**src/sv/waveform_box_smoother_core_defines.svh**
```systemverilog
// assertion macros for the waveform box smoother core
// no dependencies; the asserting modules must provide clock and reset
`ifndef WAVEFORM_BOX_SMOOTHER_CORE_DEFINES_SVH
`define WAVEFORM_BOX_SMOOTHER_CORE_DEFINES_SVH

// consequent must hold in the same cycle as the antecedent
`define WSM_ASSERT_NOW(label, ante, cons) \
   label: assert property (@(posedge clock) disable iff (reset) (ante) |-> (cons)) \
      else $error("wsm check failed: same-cycle property");

// consequent must hold in the cycle after the antecedent
`define WSM_ASSERT_NEXT(label, ante, cons) \
   label: assert property (@(posedge clock) disable iff (reset) (ante) |=> (cons)) \
      else $error("wsm check failed: next-cycle property");

`endif

```
**src/sv/wsm_pkg.sv**
```systemverilog
// shared constants, codes and controller/datapath command types
// no dependencies
`timescale 1ns / 1ps

package wsm_pkg;

   // parameter defaults
   localparam int SAMPLES_DEF    = 1024;
   localparam int MAX_SMOOTH_DEF = 255;

   // algorithm constants
   localparam int PASSES       = 3;
   localparam int PEAK_FLOOR   = 3;
   localparam int BOX_STEPS    = 16;
   localparam int PROD_W       = 31;
   localparam int RECIP3       = 683;
   localparam int RECIP3_SHIFT = 11;
   localparam int SAT_POS      = 32767;
   localparam int SAT_NEG_MAG  = 32768;

   // field widths
   localparam int VAL_W = 16;
   localparam int POS_W = 11;
   localparam int OP_W  = 2;

   // operation codes
   localparam logic [OP_W-1:0] OP_LOAD = 2'd0;
   localparam logic [OP_W-1:0] OP_RUN  = 2'd1;
   localparam logic [OP_W-1:0] OP_READ = 2'd2;

   // status codes
   localparam logic STATUS_OK  = 1'b0;
   localparam logic STATUS_ERR = 1'b1;

   // controller to datapath commands
   typedef struct packed {
      logic accept;
      logic copy_rd;
      logic copy_wr;
      logic pass_init;
      logic pass_next;
      logic pt_rd;
      logic pt_acc;
      logic div_start;
      logic div_long;
      logic pt_wr;
      logic res_init;
      logic res_rd;
      logic res_mul;
      logic res_wr;
      logic idx_inc;
      logic read_done;
      logic run_done;
   } cmd_type;

   // datapath to controller status
   typedef struct packed {
      logic idx_last;
      logic idx_neg;
      logic pass_last;
      logic smooth_zero;
      logic peaks_ok;
      logic div_done;
   } stat_type;

endpackage

```
**src/sv/wsm_ctrl.sv**
```systemverilog
// controller: request decode, run sequencer and result handshake
// depends on wsm_pkg and the assertion macro header
`timescale 1ns / 1ps
`include "waveform_box_smoother_core_defines.svh"

module wsm_ctrl (
   input  logic                      clock,
   input  logic                      reset,
   input  logic                      req_valid,
   output logic                      req_ready,
   input  logic [wsm_pkg::OP_W-1:0]  req_operation,
   output logic                      rsp_valid,
   input  logic                      rsp_ready,
   input  wsm_pkg::stat_type         stat,
   output wsm_pkg::cmd_type          cmd
);

   localparam logic [3:0] S_IDLE     = 4'd0;
   localparam logic [3:0] S_READ     = 4'd1;
   localparam logic [3:0] S_COPY_RD  = 4'd2;
   localparam logic [3:0] S_COPY_WR  = 4'd3;
   localparam logic [3:0] S_PT_RD    = 4'd4;
   localparam logic [3:0] S_PT_ACC   = 4'd5;
   localparam logic [3:0] S_PT_DIV   = 4'd6;
   localparam logic [3:0] S_PT_WAIT  = 4'd7;
   localparam logic [3:0] S_PT_WR    = 4'd8;
   localparam logic [3:0] S_RES_CHK  = 4'd9;
   localparam logic [3:0] S_RES_RD   = 4'd10;
   localparam logic [3:0] S_RES_MUL  = 4'd11;
   localparam logic [3:0] S_RES_DIV  = 4'd12;
   localparam logic [3:0] S_RES_WAIT = 4'd13;
   localparam logic [3:0] S_RES_WR   = 4'd14;
   localparam logic [3:0] S_DONE     = 4'd15;

   logic [3:0] state_ff, state_in;
   logic       rsp_valid_ff, rsp_valid_in;
   logic       result_set;

   // a request is taken only when the result slot is free or freeing
   assign req_ready = (state_ff == S_IDLE) && (!rsp_valid_ff || rsp_ready);

   // sequencer
   always_comb begin
      state_in = state_ff;
      cmd      = '0;
      unique case (state_ff)
         S_IDLE: begin
            if (req_valid && req_ready) begin
               cmd.accept = 1'b1;
               if (req_operation == wsm_pkg::OP_RUN) begin
                  state_in = S_COPY_RD;
               end else if (req_operation == wsm_pkg::OP_READ) begin
                  state_in = S_READ;
               end
            end
         end
         S_READ: begin
            cmd.read_done = 1'b1;
            state_in      = S_IDLE;
         end
         S_COPY_RD: begin
            cmd.copy_rd = 1'b1;
            state_in    = S_COPY_WR;
         end
         S_COPY_WR: begin
            cmd.copy_wr = 1'b1;
            if (!stat.idx_last) begin
               cmd.idx_inc = 1'b1;
               state_in    = S_COPY_RD;
            end else if (stat.smooth_zero) begin
               state_in = S_DONE;
            end else begin
               cmd.pass_init = 1'b1;
               state_in      = S_PT_RD;
            end
         end
         S_PT_RD: begin
            cmd.pt_rd = 1'b1;
            state_in  = S_PT_ACC;
         end
         S_PT_ACC: begin
            cmd.pt_acc = 1'b1;
            if (stat.idx_neg) begin
               cmd.idx_inc = 1'b1;
               state_in    = S_PT_RD;
            end else begin
               state_in = S_PT_DIV;
            end
         end
         S_PT_DIV: begin
            cmd.div_start = 1'b1;
            state_in      = S_PT_WAIT;
         end
         S_PT_WAIT: begin
            if (stat.div_done) begin
               state_in = S_PT_WR;
            end
         end
         S_PT_WR: begin
            cmd.pt_wr = 1'b1;
            if (!stat.idx_last) begin
               cmd.idx_inc = 1'b1;
               state_in    = S_PT_RD;
            end else if (stat.pass_last) begin
               state_in = S_RES_CHK;
            end else begin
               cmd.pass_init = 1'b1;
               cmd.pass_next = 1'b1;
               state_in      = S_PT_RD;
            end
         end
         S_RES_CHK: begin
            if (stat.peaks_ok) begin
               cmd.res_init = 1'b1;
               state_in     = S_RES_RD;
            end else begin
               state_in = S_DONE;
            end
         end
         S_RES_RD: begin
            cmd.res_rd = 1'b1;
            state_in   = S_RES_MUL;
         end
         S_RES_MUL: begin
            cmd.res_mul = 1'b1;
            state_in    = S_RES_DIV;
         end
         S_RES_DIV: begin
            cmd.div_start = 1'b1;
            cmd.div_long  = 1'b1;
            state_in      = S_RES_WAIT;
         end
         S_RES_WAIT: begin
            cmd.div_long = 1'b1;
            if (stat.div_done) begin
               state_in = S_RES_WR;
            end
         end
         S_RES_WR: begin
            cmd.res_wr = 1'b1;
            if (stat.idx_last) begin
               state_in = S_DONE;
            end else begin
               cmd.idx_inc = 1'b1;
               state_in    = S_RES_RD;
            end
         end
         S_DONE: begin
            cmd.run_done = 1'b1;
            state_in     = S_IDLE;
         end
         default: begin
            state_in = S_IDLE;
         end
      endcase
   end

   // result slot: a new result wins over the take of the old one
   always_comb begin
      result_set = (cmd.accept && (req_operation != wsm_pkg::OP_RUN)
                    && (req_operation != wsm_pkg::OP_READ))
                   || cmd.read_done || cmd.run_done;
      rsp_valid_in = rsp_valid_ff;
      if (rsp_valid_ff && rsp_ready) begin
         rsp_valid_in = 1'b0;
      end
      if (result_set) begin
         rsp_valid_in = 1'b1;
      end
   end

   always_ff @(posedge clock) begin
      if (reset) begin
         state_ff     <= S_IDLE;
         rsp_valid_ff <= 1'b0;
      end else begin
         state_ff     <= state_in;
         rsp_valid_ff <= rsp_valid_in;
      end
   end

   assign rsp_valid = rsp_valid_ff;

   // checks
   `WSM_ASSERT_NOW(div_done_in_wait, stat.div_done, (state_ff == S_PT_WAIT) || (state_ff == S_RES_WAIT))
   `WSM_ASSERT_NOW(no_result_overrun, result_set, !(rsp_valid_ff && !rsp_ready))
   `WSM_ASSERT_NEXT(run_starts_copy, cmd.accept && (req_operation == wsm_pkg::OP_RUN), state_ff == S_COPY_RD)

endmodule

```
**config.mk**
```make
export PLATFORM = sky130hd
export DESIGN_NAME = wsm_ctrl
export DESIGN_NICKNAME = d
export VERILOG_FILES = /design/src/sv/wsm_pkg.sv /design/src/sv/wsm_ctrl.sv
export VERILOG_INCLUDE_DIRS = /design/src /design/src/sv
export SDC_FILE = /design/constraint.sdc
export NUM_CORES = 1
export LEC_CHECK = 0
export BUFFER_PORTS_ARGS = -buffer_cell sky130_fd_sc_hd__clkbuf_2
export CORE_AREA = 2 2 47 49
export CTS_CLUSTER_DIAMETER = 50
export CTS_CLUSTER_SIZE = 10
export DETAILED_ROUTE_END_ITERATION = 12
export DIE_AREA = 0 0 49 51
export GPL_TIMING_DRIVEN = 1
export PLACE_DENSITY_LB_ADDON = 0.15
export SYNTH_ARGS = -nofsm -noshare
export SYNTH_HDL_FRONTEND = slang
export SYNTH_SLANG_ARGS = --single-unit
```
**constraint.sdc**
```tcl
create_clock -name clock -period 1.9 [get_ports clock]
set_input_delay 0.38 -clock clock [delete_from_list [all_inputs] [get_ports clock]]
set_output_delay 0.38 -clock clock [all_outputs]
set_load 0.1 [all_outputs]
```
=== Word-level counts from Yosys, hierarchy flattened ===
Index checks and enable logic that the tools add are counted.

* Divide/modulo/power cells: 0
* Add/subtract/negate cells: 0
* Reductions and logical operators: 16
* Equal/unequal tests: 23
* Shifts and indexed selects: 0
* Bitwise logic cells: 0
* Order comparisons: 0
* Multiply operators: 0
* Mux-type cells: 40

{| class="wikitable"
|+ Operators with widths
! cell !! count
|-
| case mux 4 bit (15 select lines) || 1
|-
| 2-to-1 mux 4 bit || 9
|-
| equality test 4 bit (second input constant) || 8
|-
| 2-to-1 mux 1 bit || 23
|-
| equality test 4 x 3 -> 1 bit (second input constant) || 4
|-
| equality test 4 x 2 -> 1 bit (second input constant) || 2
|-
| 2-to-1 mux 2 bit || 3
|-
| 2-to-1 mux 3 bit || 2
|-
| inequality test 2 bit (second input constant) || 3
|-
| OR reduction 2 bit || 3
|-
| logical AND 1 bit || 5
|-
| equality test 4 x 1 -> 1 bit (second input constant) || 1
|-
| logical NOT 4 bit || 1
|-
| inequality test 2 x 1 -> 1 bit (second input constant) || 2
|-
| case mux 1 bit (2 select lines) || 2
|-
| AND reduction 4 bit || 1
|-
| logical OR 1 bit || 3
|-
| inequality test 3 x 1 -> 1 bit (second input constant) || 1
|-
| OR reduction 3 bit || 1
|-
| equality test 2 x 1 -> 1 bit (second input constant) || 1
|-
| equality test 2 bit (second input constant) || 1
|-
| nonzero test 2 bit || 1
|-
| logical NOT 1 bit || 1
|}

* Memory bits (writable): 0
* ROM bits: 0
* Latch bits: 0
* Logic and storage cells: 81
* Memories: 0
* Output and inout bits: 19
* Bits in registers: 5
* Input port bits: 12

=== Depth between registers and ports, before layout ===
* Word-level depth: 11
* Gate-level depth with buffers: 6
* Mapped depth without buffers: 4

=== Worst setup path before layout ===
Ideal clock, no wire load.

* Kind: reg2out
* Start: reg state_ff[1]
* End: out cmd[6] (netlist bit)
* Data arrival time: 3.780 ns
* Setup slack: -2.260 ns
* Cell stages (with the launch flop): 4
* Data required time: 1.520 ns
* Cell sequence: dfxtp_1 buf_6 buf_2 nor4b_1

{| class="wikitable"
|+ RTL lines
! element !! RTL line !! source
|-
| from (decl) || wsm_ctrl.sv:35 || <nowiki>logic [3:0] state_ff, state_in;</nowiki>
|-
| from (signal assigned) || wsm_ctrl.sv:177 || <nowiki>state_ff <= state_in;</nowiki>
|-
| to (decl) || wsm_ctrl.sv:15 || <nowiki>output wsm_pkg::cmd_type cmd</nowiki>
|}

=== Final worst setup path ===
* Start: reg state_ff[3]
* End: out req_ready

* Cells in the longest elaborated chain, start to end: 2

{| class="wikitable"
|+ Ends and longest elaborated chain
! element !! RTL line !! source
|-
| logical NOT 4 bit || wsm_ctrl.sv:40 || <nowiki>assign req_ready = (state_ff == S_IDLE) && (!rsp_valid_ff || rsp_ready);</nowiki>
|-
| logical AND 1 bit || wsm_ctrl.sv:40 ||
|-
| to (decl) || wsm_ctrl.sv:10 || <nowiki>output logic req_ready,</nowiki>
|}

Every way passes these cells.

==> results.yml <==
run_status:
  status: "finished clean"
worst_setup_path:
  startpoint_type: "flop"
  critPathMaxStageDelay_ns: 0.56
  crit_type: "flop to primary output"
  endpoint_kind: "primary output"
  cp.arrival_ns: 1.50
  crit_required_ns: 1.52
  crit_chain: "or4_4, nor2_4, buf_12"
  crit_family: "simple AND/OR/NAND/NOR gates"
  crit_slowest_cell: "or4_4"
  cp_num_buf_inv: 1
  critPathMaxFanout: 11
synthesis:
  synth_top_cell_area_share_pct: 15.0
  synth_fp_nets: 105
  synthCells: 93
  async_flop_share_pct: 0
  ys_types: 40
  ys_ff_latch: 5
  synthTopCellsByArea: "dfxtp_1 (15%), nor2_1 (5.6%), buf_6 (5.1%), nand2_1 (4.5%), nand2b_1 (3.8%)"
  synth_top_area_cell: "dfxtp_1"
  ys_warn_count: 0
  synth_area_sq_um: 667
  yosysMostFrequentCell: "nor2_1"
  synth_common_cells: "nor2_1 (10), nand2_1 (8), inv_1 (6), dfxtp_1 (5), nor3_1 (5)"
  synth_edf_count: 0
  ys.flop_type: "dfxtp_1"
  synth-seq-area-share_pct: 15.0
  synth.avg_cell_area_sq_um: 7.17
global_routing:
  grt-ovfl-total: 0
  grt_pass1_vias: 850
  grt_pass1_wl_um: 3780
  grt_max_degree: 13
  grt_use_total_pct: 19.0
  antenna_found_initial: 0
placed_design:
  dp_slack_ns: 0.0905
  dp_hpwl_um: 1660
  placed_cells: 156
  port_buffers: 30
  place_congestion: 0.887
sta:
  timing.fmax_mhz: 533
  final-hold-violation-count: 0
  slew_headroom_pct: 64.1
  fin_crit_ns: 1.88
  setup_viol: 0
  timing.final.ws_setup_ns: 0.0221
  tightest_slew_ns: 0.541
  whs_ns: 0.382
  drv_slew: 0
  finClkSkew_ns: 0.00992
  min_period_over_period_pct: 98.8
  grt_setup_unrepaired: "true"
clock_tree:
  clkSinkCount: 5
  ctsHtreeMaxLevel: 1
  hold_buffers: 0
  path_clk_slew_ns: 0.05
  worstSkewPairLatency_ns: 0.25
  cts_root_buf: "clkbuf_4"
  cts_tree: "done"
  cts_inserted_buffers: 3
  ctsLongestPathBuffers: 2
drt:
  dr.pass1.iters: 4
  viasPerCell: 5.41
  dr_total_vias: 882
  drt_iter0_markers: 19
  routed_wl_um: 2300
  wl_per_cell_um: 14.1
  ant_nets: 0
  drc: 0
power:
  p_per_area_mw_per_mm2: 500
  irDropWorstVdd_mv: 0.423
  share_seq_of_total_power_pct: 18.7
  p_leak_uw: 0.000553
  clkPwrFrac_pct: 18.5
  comb_power_share_pct: 62.8
  power.internal_uw: 356
  sw_frac_of_total_pct: 48.4
  p_switching_uw: 335
finish:
  diodes: 0
  fin_cells: 163
  regArea_sq_um: 115
  drive_above_1_share_pct: 59.3
  nFillCells: 169
  nets: 148
  syn_to_final_growth_pct: 107
  multi_input_area_sq_um: 636
die:
  io_pins: 31
  num_rows: 17
  initial_utilization_pct: 32.3
  fp.coreArea_sq_mm: 0.00206
  die_h_um: 51
  die_w_um: 49
  die_area_sq_mm: 0.00250
run:
  maxCapViolations: 0
min_path:
  worstHoldPathType: "input pin to flop"
-- through the flow --
| stage | total power [uW] | util (%) | TNS [ns] | instance area (sq um) |
|---|---|---|---|---|
| 3_3_place_gp | 540 | 61.9 | 0 | 1280 |
| 6_report | 691 | 66.9 | 0 | 1380 |
| 2_1_floorplan | 413 | - | -2.20 | 785 |
| 4_1_cts | 679 | 65.0 | 0 | 1340 |
| 5_1_grt | 724 | 66.9 | -0.0787 | 1380 |
| 3_5_place_dp | 541 | 61.9 | 0 | 1280 |
-- worst paths after layout --
check | startpoint | endpoint | slack (ns) | depth (start not counted)
worst max-delay path | state_ff[3] | req_ready | 0.02 | 3
worst min register to register | rsp_valid | rsp_valid | 0.57 | 2
worst max register to register | state_ff[0] | state_ff[0] | 0.29 | 6
worst min-delay path | reset | state_ff[2] | 0.38 | 2
-- logic make-up (layout without fill, tap and decap cells) --
group           Yosys count  in the layout  synth area share (%)
flops                     5              5                  15.0
compound gates           25             25                  27.6
buf+inv                  15             57                  13.5
simple gates             46             46                  40.1
xor+xnor                  2              2                  3.75
-- area by class of cell --
class	instances	share of cell area, %
Inverter	6	1.63
Multi-Input combinational cell	73	46.0
Timing Repair Buffer	47	39.5
Sequential cell	5	8.33
Clock buffer	3	1.63
Tap cell	28	2.54
Clock inverter	1	0.362
-- registers in the layout (all words and copies together), names as in the netlist --
register and flops:
rsp_valid 1, state_ff 4
-- power groups by stage --
| stage | Sequential, uW | Combinational [uW] | Clock (uW) |
|---|---|---|---|
| floorplan | 144 | 269 | 0 |
| global placement | 132 | 408 | 0 |
| detailed placement | 132 | 409 | 0 |
| CTS | 132 | 417 | 130 |
| global route | 131 | 454 | 139 |
| finish | 129 | 434 | 128 |
-- timing repair --
action | CTS | global route
endpoints found under the setup margin | 12 | 7
gates resized for setup | 10 | 6
pin swaps | 1 | 1
buffers inserted | 0 | 3
endpoints found under the hold margin | 0 | 0
-- routing by layer --
layer  track usage [%]  up-vias  part of all wire [%]
li1                  -      431                     -
met1              27.3      414                    45
met2              28.8       33                    48
met3              3.80        4                   5.8
met4              5.24        0                   1.0
met5                 0        -                     0
-- cell usage in the layout, fill, tap and decap left out, drive strengths merged, types with 2 or more instances in the layout --
cell    netlist  routed
o22a          2       2
nor3          5       5
nor2b         2       2
a21oi         4       4
nand2         8       8
o31ai         2       2
and3          2       2
clkbuf        1      15
a311oi        2       2
nor2         10      10
inv           6       6
dfxtp         5       5
nor4          3       3
nor4b         2       2
o21ai         5       5
buf           8      35
a211o         2       2
nand3         3       3
nand2b        4       4
(Power assumes the default switching activity.)
